### config.mk
export PLATFORM = sky130hd
export DESIGN_NAME = preemptive_priority_cue_scheduler
export DESIGN_NICKNAME = d
export VERILOG_FILES = /design/src/hdl/ppcs_pkg.sv /design/src/hdl/preemptive_priority_cue_scheduler.sv
export SDC_FILE = /design/constraint.sdc
export NUM_CORES = 2
export LEC_CHECK = 0
export ABC_AREA = 1
export BUFFER_PORTS_ARGS = -buffer_cell sky130_fd_sc_hd__buf_2
export CAP_MARGIN = 30
export CELL_PAD_IN_SITES_DETAIL_PLACEMENT = 1
export CELL_PAD_IN_SITES_GLOBAL_PLACEMENT = 2
export CORE_MARGIN = 2
export CORE_UTILIZATION = 42
export CTS_CLUSTER_DIAMETER = 150
export CTS_CLUSTER_SIZE = 30
export DETAILED_ROUTE_END_ITERATION = 6
export PLACE_DENSITY_LB_ADDON = 0.1
export SYNTH_ARGS = -nofsm -noshare
export SYNTH_HDL_FRONTEND = slang
export SYNTH_SLANG_ARGS = --single-unit
### constraint.sdc
create_clock -name clock -period 11.4 [get_ports clock]
set_input_delay 1.14 -clock clock [delete_from_list [all_inputs] [get_ports clock]]
set_output_delay 1.14 -clock clock [all_outputs]
set_load 0.02 [all_outputs]
### src/hdl/ppcs_pkg.sv
// Shared types, operation codes and limits for the preemptive priority cue scheduler.
// No dependencies; every other file refers to this package by scoped names.
`timescale 1ns / 1ps

package ppcs_pkg;

   localparam logic [1:0] OP_ENQUEUE  = 2'd0;
   localparam logic [1:0] OP_TICK     = 2'd1;
   localparam logic [1:0] OP_CLEAR    = 2'd2;
   localparam logic [1:0] OP_RESERVED = 2'd3;

   localparam logic [19:0]        MAX_DURATION_MS = 20'd300000;
   localparam logic signed [15:0] PRIO_HI_REQ     = 16'sd1000;
   localparam logic signed [15:0] PRIO_LO_REQ     = -16'sd1000;
   localparam logic signed [10:0] PRIO_HI         = 11'sd1000;
   localparam logic signed [10:0] PRIO_LO         = -11'sd1000;

   typedef struct packed {
      logic [15:0]        key;
      logic [31:0]        text;
      logic [31:0]        spk;
      logic signed [10:0] prio;
      logic [18:0]        dur;
      logic [31:0]        seq;
   } entry_type;

   typedef enum logic [10:0] {
      S_IDLE  = 11'b000_0000_0001,
      S_DEC   = 11'b000_0000_0010,
      S_SRCH  = 11'b000_0000_0100,
      S_NEWC  = 11'b000_0000_1000,
      S_REM   = 11'b000_0001_0000,
      S_INSST = 11'b000_0010_0000,
      S_INS   = 11'b000_0100_0000,
      S_INSW  = 11'b000_1000_0000,
      S_TICK  = 11'b001_0000_0000,
      S_PROMO = 11'b010_0000_0000,
      S_DONE  = 11'b100_0000_0000
   } state_type;

   function automatic logic goes_first(input logic signed [10:0] pa, input logic [31:0] sa,
                                       input logic signed [10:0] pb, input logic [31:0] sb);
      logic r;
      if (pa != pb) r = (pa > pb);
      else r = (sa < sb);
      return r;
   endfunction

endpackage

### src/hdl/preemptive_priority_cue_scheduler.sv
// Top level of the preemptive priority cue scheduler: one active cue plus a sorted wait queue.
// The queue lives in a synchronous memory; a sequencer reads, shifts and writes it back.
// Depends on ppcs_pkg.
`timescale 1ns / 1ps

// channel | direction | handshake            | payload
// req     | in        | req_valid/req_stall  | op, cue id, handles, priority, duration, delta
// rsp     | out       | rsp_valid/rsp_stall  | accepted, shown cue, queued and dropped counts
//
// An enqueue works through key search, slot removal and backward insertion, one memory
// entry per cycle. A tick that expires cues promotes the queue head and shifts the rest up.
// The result waits in the last state while rsp_stall holds it off.
// Reset is synchronous and clears the active cue and all counters; the queue memory is
// not cleared. A stalled result sits in the output register while the next item is taken.

module preemptive_priority_cue_scheduler #(
   parameter int QUEUE_DEPTH = 16
) (
   input  logic                                  clock,
   input  logic                                  reset,
   input  logic                                  req_valid,
   output logic                                  req_stall,
   input  logic [1:0]                            req_op,
   input  logic [15:0]                           req_cue_id,
   input  logic [31:0]                           req_text_handle,
   input  logic [31:0]                           req_speaker_handle,
   input  logic signed [15:0]                    req_priority_req,
   input  logic [19:0]                           req_duration_ms,
   input  logic [19:0]                           req_delta_ms,
   output logic                                  rsp_valid,
   input  logic                                  rsp_stall,
   output logic                                  rsp_accepted,
   output logic                                  rsp_visible,
   output logic [15:0]                           rsp_shown_id,
   output logic [31:0]                           rsp_shown_text,
   output logic [31:0]                           rsp_shown_speaker,
   output logic [18:0]                           rsp_remaining_ms,
   output logic signed [10:0]                    rsp_shown_priority,
   output logic [$clog2(QUEUE_DEPTH+1)-1:0]      rsp_queued_count,
   output logic [31:0]                           rsp_dropped_count
);

   localparam int CW = $clog2(QUEUE_DEPTH + 1);

   ppcs_pkg::entry_type queue_ff [QUEUE_DEPTH+1];
   ppcs_pkg::entry_type rd_data_ff;
   logic                mem_we;
   logic [CW-1:0]       mem_wa;
   logic [CW-1:0]       mem_ra;
   ppcs_pkg::entry_type mem_wd;

   ppcs_pkg::state_type state_ff, state_in;

   logic [1:0]         op_ff, op_in;
   logic [15:0]        key_ff, key_in;
   logic [31:0]        text_ff, text_in;
   logic [31:0]        spk_ff, spk_in;
   logic signed [10:0] prio_ff, prio_in;
   logic [19:0]        dur_ff, dur_in;
   logic [19:0]        delta_ff, delta_in;
   logic               ok_ff, ok_in;

   logic               act_valid_ff, act_valid_in;
   logic [15:0]        act_key_ff, act_key_in;
   logic [31:0]        act_text_ff, act_text_in;
   logic [31:0]        act_spk_ff, act_spk_in;
   logic signed [10:0] act_prio_ff, act_prio_in;
   logic [31:0]        act_seq_ff, act_seq_in;
   logic [18:0]        time_left_ff, time_left_in;

   logic [CW-1:0]      count_ff, count_in;
   logic [31:0]        next_seq_ff, next_seq_in;
   logic [31:0]        drop_ff, drop_in;
   ppcs_pkg::entry_type ins_ff, ins_in;
   logic [CW-1:0]      idx_ff, idx_in;
   logic               rem_tick_ff, rem_tick_in;

   logic               rsp_valid_ff, rsp_valid_in;
   logic               rsp_accepted_ff, rsp_accepted_in;
   logic               rsp_visible_ff, rsp_visible_in;
   logic [15:0]        rsp_id_ff, rsp_id_in;
   logic [31:0]        rsp_text_ff, rsp_text_in;
   logic [31:0]        rsp_spk_ff, rsp_spk_in;
   logic [18:0]        rsp_rem_ff, rsp_rem_in;
   logic signed [10:0] rsp_prio_ff, rsp_prio_in;
   logic [CW-1:0]      rsp_count_ff, rsp_count_in;
   logic [31:0]        rsp_drop_ff, rsp_drop_in;

   logic [CW:0]        idx_p1;
   logic [CW:0]        idx_p2;
   logic [CW:0]        cnt_inc;
   logic               trim;
   logic [CW-1:0]      count_ins;
   logic [31:0]        drop_ins;
   logic               dur_ok;
   logic               rd_first;
   logic [19:0]        time_left_20;
   ppcs_pkg::entry_type new_entry;

   always_ff @(posedge clock) begin
      if (mem_we) queue_ff[mem_wa] <= mem_wd;
      rd_data_ff <= queue_ff[mem_ra];
   end

   assign idx_p1    = {1'b0, idx_ff} + (CW+1)'(1);
   assign idx_p2    = {1'b0, idx_ff} + (CW+1)'(2);
   assign cnt_inc   = {1'b0, count_ff} + (CW+1)'(1);
   assign trim      = cnt_inc > (CW+1)'(QUEUE_DEPTH);
   assign count_ins = trim ? CW'(QUEUE_DEPTH) : cnt_inc[CW-1:0];
   assign drop_ins  = (trim && (drop_ff != '1)) ? drop_ff + 32'd1 : drop_ff;
   assign dur_ok    = (dur_ff != 20'd0) && (dur_ff <= ppcs_pkg::MAX_DURATION_MS);
   assign rd_first  = ppcs_pkg::goes_first(ins_ff.prio, ins_ff.seq,
                                           rd_data_ff.prio, rd_data_ff.seq);
   assign time_left_20 = {1'b0, time_left_ff};

   always_comb begin
      new_entry.key  = key_ff;
      new_entry.text = text_ff;
      new_entry.spk  = spk_ff;
      new_entry.prio = prio_ff;
      new_entry.dur  = dur_ff[18:0];
      new_entry.seq  = next_seq_ff;
   end

   always_comb begin
      state_in     = state_ff;
      op_in        = op_ff;
      key_in       = key_ff;
      text_in      = text_ff;
      spk_in       = spk_ff;
      prio_in      = prio_ff;
      dur_in       = dur_ff;
      delta_in     = delta_ff;
      ok_in        = ok_ff;
      act_valid_in = act_valid_ff;
      act_key_in   = act_key_ff;
      act_text_in  = act_text_ff;
      act_spk_in   = act_spk_ff;
      act_prio_in  = act_prio_ff;
      act_seq_in   = act_seq_ff;
      time_left_in = time_left_ff;
      count_in     = count_ff;
      next_seq_in  = next_seq_ff;
      drop_in      = drop_ff;
      ins_in       = ins_ff;
      idx_in       = idx_ff;
      rem_tick_in  = rem_tick_ff;
      mem_we       = 1'b0;
      mem_wa       = '0;
      mem_wd       = ins_ff;
      mem_ra       = '0;
      rsp_valid_in    = rsp_valid_ff && rsp_stall;
      rsp_accepted_in = rsp_accepted_ff;
      rsp_visible_in  = rsp_visible_ff;
      rsp_id_in       = rsp_id_ff;
      rsp_text_in     = rsp_text_ff;
      rsp_spk_in      = rsp_spk_ff;
      rsp_rem_in      = rsp_rem_ff;
      rsp_prio_in     = rsp_prio_ff;
      rsp_count_in    = rsp_count_ff;
      rsp_drop_in     = rsp_drop_ff;

      unique case (state_ff)
         ppcs_pkg::S_IDLE: begin
            if (req_valid) begin
               op_in    = req_op;
               key_in   = req_cue_id;
               text_in  = req_text_handle;
               spk_in   = req_speaker_handle;
               dur_in   = req_duration_ms;
               delta_in = req_delta_ms;
               if (req_priority_req > ppcs_pkg::PRIO_HI_REQ) prio_in = ppcs_pkg::PRIO_HI;
               else if (req_priority_req < ppcs_pkg::PRIO_LO_REQ) prio_in = ppcs_pkg::PRIO_LO;
               else prio_in = req_priority_req[10:0];
               state_in = ppcs_pkg::S_DEC;
            end
         end
         ppcs_pkg::S_DEC: begin
            unique case (op_ff)
               ppcs_pkg::OP_ENQUEUE: begin
                  if (key_ff == 16'd0 || text_ff == 32'd0 || !dur_ok) begin
                     ok_in    = 1'b0;
                     state_in = ppcs_pkg::S_DONE;
                  end else begin
                     ok_in = 1'b1;
                     if (act_valid_ff && act_key_ff == key_ff) begin
                        act_text_in  = text_ff;
                        act_spk_in   = spk_ff;
                        act_prio_in  = prio_ff;
                        time_left_in = dur_ff[18:0];
                        state_in     = ppcs_pkg::S_DONE;
                     end else if (count_ff != '0) begin
                        mem_ra   = '0;
                        idx_in   = '0;
                        state_in = ppcs_pkg::S_SRCH;
                     end else begin
                        state_in = ppcs_pkg::S_NEWC;
                     end
                  end
               end
               ppcs_pkg::OP_TICK: begin
                  ok_in    = 1'b1;
                  state_in = ppcs_pkg::S_TICK;
               end
               ppcs_pkg::OP_CLEAR: begin
                  ok_in        = 1'b1;
                  count_in     = '0;
                  act_valid_in = 1'b0;
                  time_left_in = '0;
                  state_in     = ppcs_pkg::S_DONE;
               end
               default: begin
                  ok_in    = 1'b0;
                  state_in = ppcs_pkg::S_DONE;
               end
            endcase
         end
         ppcs_pkg::S_SRCH: begin
            if (rd_data_ff.key == key_ff) begin
               ins_in     = new_entry;
               ins_in.seq = rd_data_ff.seq;
               if (idx_p1 < {1'b0, count_ff}) begin
                  mem_ra      = idx_p1[CW-1:0];
                  rem_tick_in = 1'b0;
                  state_in    = ppcs_pkg::S_REM;
               end else begin
                  count_in = count_ff - CW'(1);
                  state_in = ppcs_pkg::S_INSST;
               end
            end else if (idx_p1 < {1'b0, count_ff}) begin
               mem_ra = idx_p1[CW-1:0];
               idx_in = idx_p1[CW-1:0];
            end else begin
               state_in = ppcs_pkg::S_NEWC;
            end
         end
         ppcs_pkg::S_NEWC: begin
            next_seq_in = next_seq_ff + 32'd1;
            if (act_valid_ff && prio_ff > act_prio_ff) begin
               ins_in.key  = act_key_ff;
               ins_in.text = act_text_ff;
               ins_in.spk  = act_spk_ff;
               ins_in.prio = act_prio_ff;
               ins_in.dur  = time_left_ff;
               ins_in.seq  = act_seq_ff;
               act_key_in   = key_ff;
               act_text_in  = text_ff;
               act_spk_in   = spk_ff;
               act_prio_in  = prio_ff;
               act_seq_in   = next_seq_ff;
               time_left_in = dur_ff[18:0];
               state_in     = ppcs_pkg::S_INSST;
            end else if (!act_valid_ff) begin
               act_valid_in = 1'b1;
               act_key_in   = key_ff;
               act_text_in  = text_ff;
               act_spk_in   = spk_ff;
               act_prio_in  = prio_ff;
               act_seq_in   = next_seq_ff;
               time_left_in = dur_ff[18:0];
               state_in     = ppcs_pkg::S_DONE;
            end else begin
               ins_in   = new_entry;
               state_in = ppcs_pkg::S_INSST;
            end
         end
         ppcs_pkg::S_REM: begin
            mem_we = 1'b1;
            mem_wa = idx_ff;
            mem_wd = rd_data_ff;
            if (idx_p2 < {1'b0, count_ff}) begin
               mem_ra = idx_p2[CW-1:0];
               idx_in = idx_p1[CW-1:0];
            end else begin
               count_in = count_ff - CW'(1);
               state_in = rem_tick_ff ? ppcs_pkg::S_TICK : ppcs_pkg::S_INSST;
            end
         end
         ppcs_pkg::S_INSST: begin
            if (count_ff == '0) begin
               mem_we   = 1'b1;
               mem_wa   = '0;
               count_in = count_ins;
               drop_in  = drop_ins;
               state_in = ppcs_pkg::S_DONE;
            end else begin
               mem_ra   = count_ff - CW'(1);
               idx_in   = count_ff - CW'(1);
               state_in = ppcs_pkg::S_INS;
            end
         end
         ppcs_pkg::S_INS: begin
            mem_we = 1'b1;
            mem_wa = idx_p1[CW-1:0];
            if (rd_first) begin
               mem_wd = rd_data_ff;
               if (idx_ff == '0) begin
                  state_in = ppcs_pkg::S_INSW;
               end else begin
                  mem_ra = idx_ff - CW'(1);
                  idx_in = idx_ff - CW'(1);
               end
            end else begin
               count_in = count_ins;
               drop_in  = drop_ins;
               state_in = ppcs_pkg::S_DONE;
            end
         end
         ppcs_pkg::S_INSW: begin
            mem_we   = 1'b1;
            mem_wa   = '0;
            count_in = count_ins;
            drop_in  = drop_ins;
            state_in = ppcs_pkg::S_DONE;
         end
         ppcs_pkg::S_TICK: begin
            if (!act_valid_ff || delta_ff == 20'd0) begin
               state_in = ppcs_pkg::S_DONE;
            end else if (delta_ff < time_left_20) begin
               time_left_in = time_left_ff - delta_ff[18:0];
               delta_in     = '0;
               state_in     = ppcs_pkg::S_DONE;
            end else begin
               delta_in     = delta_ff - time_left_20;
               act_valid_in = 1'b0;
               time_left_in = '0;
               if (count_ff != '0) begin
                  mem_ra   = '0;
                  state_in = ppcs_pkg::S_PROMO;
               end else begin
                  state_in = ppcs_pkg::S_DONE;
               end
            end
         end
         ppcs_pkg::S_PROMO: begin
            act_valid_in = 1'b1;
            act_key_in   = rd_data_ff.key;
            act_text_in  = rd_data_ff.text;
            act_spk_in   = rd_data_ff.spk;
            act_prio_in  = rd_data_ff.prio;
            act_seq_in   = rd_data_ff.seq;
            time_left_in = rd_data_ff.dur;
            if (count_ff > CW'(1)) begin
               mem_ra      = CW'(1);
               idx_in      = '0;
               rem_tick_in = 1'b1;
               state_in    = ppcs_pkg::S_REM;
            end else begin
               count_in = '0;
               state_in = ppcs_pkg::S_TICK;
            end
         end
         ppcs_pkg::S_DONE: begin
            if (!rsp_valid_ff || !rsp_stall) begin
               rsp_valid_in    = 1'b1;
               rsp_accepted_in = ok_ff;
               rsp_visible_in  = act_valid_ff;
               rsp_id_in       = act_valid_ff ? act_key_ff : '0;
               rsp_text_in     = act_valid_ff ? act_text_ff : '0;
               rsp_spk_in      = act_valid_ff ? act_spk_ff : '0;
               rsp_rem_in      = act_valid_ff ? time_left_ff : '0;
               rsp_prio_in     = act_valid_ff ? act_prio_ff : '0;
               rsp_count_in    = count_ff;
               rsp_drop_in     = drop_ff;
               state_in        = ppcs_pkg::S_IDLE;
            end
         end
         default: state_in = ppcs_pkg::S_IDLE;
      endcase
   end

   always_ff @(posedge clock) begin
      if (reset) begin
         state_ff     <= ppcs_pkg::S_IDLE;
         act_valid_ff <= 1'b0;
         act_key_ff   <= '0;
         act_text_ff  <= '0;
         act_spk_ff   <= '0;
         act_prio_ff  <= '0;
         act_seq_ff   <= '0;
         time_left_ff <= '0;
         count_ff     <= '0;
         next_seq_ff  <= '0;
         drop_ff      <= '0;
         rsp_valid_ff <= 1'b0;
      end else begin
         state_ff     <= state_in;
         act_valid_ff <= act_valid_in;
         act_key_ff   <= act_key_in;
         act_text_ff  <= act_text_in;
         act_spk_ff   <= act_spk_in;
         act_prio_ff  <= act_prio_in;
         act_seq_ff   <= act_seq_in;
         time_left_ff <= time_left_in;
         count_ff     <= count_in;
         next_seq_ff  <= next_seq_in;
         drop_ff      <= drop_in;
         rsp_valid_ff <= rsp_valid_in;
      end
   end

   always_ff @(posedge clock) begin
      op_ff           <= op_in;
      key_ff          <= key_in;
      text_ff         <= text_in;
      spk_ff          <= spk_in;
      prio_ff         <= prio_in;
      dur_ff          <= dur_in;
      delta_ff        <= delta_in;
      ok_ff           <= ok_in;
      ins_ff          <= ins_in;
      idx_ff          <= idx_in;
      rem_tick_ff     <= rem_tick_in;
      rsp_accepted_ff <= rsp_accepted_in;
      rsp_visible_ff  <= rsp_visible_in;
      rsp_id_ff       <= rsp_id_in;
      rsp_text_ff     <= rsp_text_in;
      rsp_spk_ff      <= rsp_spk_in;
      rsp_rem_ff      <= rsp_rem_in;
      rsp_prio_ff     <= rsp_prio_in;
      rsp_count_ff    <= rsp_count_in;
      rsp_drop_ff     <= rsp_drop_in;
   end

   assign req_stall          = (state_ff != ppcs_pkg::S_IDLE);
   assign rsp_valid          = rsp_valid_ff;
   assign rsp_accepted       = rsp_accepted_ff;
   assign rsp_visible        = rsp_visible_ff;
   assign rsp_shown_id       = rsp_id_ff;
   assign rsp_shown_text     = rsp_text_ff;
   assign rsp_shown_speaker  = rsp_spk_ff;
   assign rsp_remaining_ms   = rsp_rem_ff;
   assign rsp_shown_priority = rsp_prio_ff;
   assign rsp_queued_count   = rsp_count_ff;
   assign rsp_dropped_count  = rsp_drop_ff;

endmodule

==> results.yml <==
setup_path:
  cpMaxStageDelayCell: "buf_4"
  required_ns: 12.28
  crit_buf_inv: 4
  r2r_start: "idx_ff[0]$_DFFE_PP_"
  r2r_setup_slack_ns: 5.02
  critPathTopFamily: "buffers and inverters"
  crit_start: "idx_ff[0]$_DFFE_PP_"
  path_class: "flop to flop"
  cp_cell_sequence: "ha_1 -> nand3_1 -> xor2_1 -> inv_1 -> ha_1 -> nand4_1 -> nand2_4 -> nor2_4 -> nand2_1 -> o21ai_0 -> a21oi_1 -> nand2_4 -> inv_8 -> buf_4 -> buf_4 -> nand3_1 -> nand3_1 -> nand3_1 -> nand2_1"
  crit_fanout: 61
  rr_worst_depth: 19
  endpoint_kind: "flop"
  reg2reg_to: "rd_data_ff[63]$_DFF_P_"
  start_kind: "flop"
  path_common_cell: "nand3_1"
  max_stage_delay_ns: 0.89
  cp.arrival_ns: 7.26
synth:
  yosys.area.top_type_share_pct: 61.13
  synth_ff_type: "edfxtp_1"
  synth.avg_cell_area_um2: 10.47
  ys_seq_elements: 3211
  seq_area_frac_synth_pct: 66.38
  synth_cells: 13350
  synth.distinct_cells: 56
  synthArstFlopShare_pct: 0
  synth_edf_count: 2845
  synth_top_area_cell: "edfxtp_1"
  synth_warnings: 0
  synth_area_leaders: "edfxtp_1, nand3_1, nand2_1"
  syn_nets: 13610
  syn_area_um2: 139700
clock_tree:
  cts_buffers: 121
  clk_pin_slew_worst_paths_ns: 0.13
  cts_setup_buffers: 0
  cts_htree_levels: 3
  numClockSinks: 3211
  clock_latency_ns: 0.98
  postCtsHoldBufs: 0
  cts_resized: 0
  cts_buffer_depth: 4
  cts_root_buf: "clkbuf_16"
  cts_tree: "yes"
place:
  dpl_cell_area_um2: 146300
  io_buffers: 292
  dp_hpwl_um: 287600
  place.gp.congestion: 0.9049
hold_path:
  hold_end: "spk_ff[5]$_DFFE_PP_"
  hold_depth: 1
  worstHoldStart: "req_speaker_handle[5]"
  hold_path_class: "input port to flop"
global_routing:
  grt_use_total_pct: 29.28
  grt_pass1_vias: 102900
  antenna_found_initial: 18
  grt-ovfl-total: 0
  grt_pass1_wl_um: 730000
  grt_max_degree: 172
detailed_routing:
  ant_nets: 0
  drt_wl_total_um: 503500
  vias_per_cell: 5.685
  drc: 0
  first_iter_violations: 8867
  wire_per_inst_um: 28.33
  drt-pass1-iter-count: 5
  route.vias.total: 101000
sta:
  period_minus_slack_ns: 6.383
  clock_skew_ns: 0.08107
  slew_headroom_pct: 14.94
  hold_violations: 0
  fin_setup_tns_ns: 0
  setup_viol: 0
  finalCritPeriodShare_pct: 55.99
  worstMarginPinSlew_ns: 1.276
  final-max-slew-violation-count: 0
  grt_setup_unrepaired: "no"
  clock.fmax_mhz: 156.7
finish:
  syn_to_final_growth_pct: 7.379
  final_nets: 13560
  fillerInstances: 36050
  drive_above_1_share_pct: 6.457
  postLayoutCellArea_um2: 150100
floorplanning:
  die_area_um2: 337400
  fp.dieH_um: 580.8
  io_pins: 293
  initial_core_util_pct: 42.25
  rows: 211
  die_x_um: 580.8
  core-area_um2: 330800
pwr:
  peakVddDrop_mv: 0.1652
  p_per_area_nw_per_um2: 135.1
  p_leak_nw: 58.49
run:
  cap_violations: 0
run_status:
  status: "finished clean"
worst register-to-register path: stages, from the launching register on:
cell and delay, ns:
edfxtp_1 0.56, ha_1 0.30, nand3_1 0.10, xor2_1 0.51
inv_1 0.10, ha_1 0.33, nand4_1 0.16, nand2_4 0.16
nor2_4 0.06, nand2_1 0.09, o21ai_0 0.08, a21oi_1 0.25
nand2_4 0.44, inv_8 0.80, buf_4 0.87, buf_4 0.91
nand3_1 0.25, nand3_1 0.14, nand3_1 0.12, nand2_1 0.08
layer usage:
layer | track usage (%) | up-vias | routed length, um
met5 | 0 | - | 13
met4 | 8.240 | 2 | 15980
met3 | 2.417 | 533 | 23720
met2 | 49.74 | 2700 | 243100
met1 | 40.19 | 52840 | 220700
li1 | - | 44970 | -
synthesized netlist by cell type (64+ instances only):
master,count
o21ai_0,618
a21oi_1,137
inv_1,1567
clkbuf_1,365
buf_2,280
nand3b_1,446
a211oi_1,66
nand3_1,2410
dfxtp_1,366
nand2_1,3120
edfxtp_1,2845
ha_1,114
buf_4,64
buf_1,78
nor2_1,437
cell usage in the layout (no fill, tap or decap), types with 19 or more instances in the layout:
master	synthesis	final
xor2_1	61	61
xnor2_1	19	19
o21ai_0	618	531
clkbuf_16	0	122
a211oi_1	66	66
clkbuf_1	365	97
ha_1	114	114
nand2_1	3120	3111
inv_1	1567	1566
dfxtp_1	366	365
nand3b_1	446	446
o21ai_1	35	118
edfxtp_1	2845	2845
nor2_1	437	417
nand4_1	40	40
inv_2	26	19
buf_12	0	32
buf_2	280	293
nor3_1	58	57
o221ai_1	20	20
nor2_4	10	30
buf_4	64	278
a21oi_1	137	135
nand3_1	2410	2409
nor4_1	45	45
sequential cells by signal, summed over array words and instances, names as in the netlist, 16 cells and up:
| name | cells |
|---|---|
| drop_ff | 32 |
| rsp_dropped_count | 32 |
| key_ff | 16 |
| queue_ff | 2414 |
| dur_ff | 20 |
| act_key_ff | 16 |
| next_seq_ff | 32 |
| time_left_ff | 19 |
| ins_ff | 142 |
| act_seq_ff | 32 |
| act_spk_ff | 32 |
| rsp_remaining_ms | 19 |
| act_text_ff | 32 |
| spk_ff | 32 |
| rsp_shown_text | 32 |
| rsp_shown_id | 16 |
| rsp_shown_speaker | 32 |
| text_ff | 32 |
| rd_data_ff | 142 |
| delta_ff | 20 |
report_power, final:
part	leakage, nW	switching, mW	internal (mW)
Combinational	28.0	0.988	0.372
Clock	1.65	3.71	2.09
Sequential	28.9	0.193	12.9
Total	58.5	4.89	15.4
kinds of logic (layout without fill, tap and decap cells):
logic type / count (synthesis) / count (layout) / share of synthesized area (%)
and+or+nand+nor: 6605 / 6605 / 21.49
DFF: 3211 / 3211 / 66.38
buffers and inverters: 2391 / 2441 / 6.893
AOI/OAI and AO/OA: 944 / 944 / 3.693
adders and majority gates: 116 / 116 / 1.049
other: 0 / 11 / 0
xor gates and xnor gates: 80 / 80 / 0.5014
stage by stage:
stage                     setup WS [ns]  power (mW)  std cells  hold slack [ns]  util [%]
final                             5.017       20.28      17770           0.3315     45.36
after global routing              4.710       20.86      17770           0.2992     45.36
after CTS                         5.093       20.40      17740           0.2552     45.29
after detailed placement          5.114       14.72      17520           0.4296     44.23
after global placement            5.226       14.68      17460           0.4254     44.02
after floorplan                   2.536       14.09      13350           0.4003         -
final cells by class:
cell class              count  area [um2]  share of cell area, %
multi-input cells        7745       37690                  25.12
clock buffers             219        3417                  2.277
flip-flops and latches   3211       92760                  61.82
inverters                1595        6037                  4.023
clock inverters             4       71.32                0.04753
repair buffers            623        4589                  3.058
well taps                4366        5463                  3.640
diodes                     11       27.53                0.01834
worst max-delay path by stage:
stage	slack [ns]	depth (start not counted)	end
floorplan	2.54	7	rsp_accepted$_DFFE_PP_
global placement	5.23	21	rd_data_ff[0]$_DFF_P_
detailed placement	5.11	23	rd_data_ff[0]$_DFF_P_
CTS	5.09	21	rd_data_ff[62]$_DFF_P_
global route	4.71	21	rd_data_ff[2]$_DFF_P_
finish	5.02	19	rd_data_ff[63]$_DFF_P_
No activity file was read; power rests on OpenSTA's default activity.
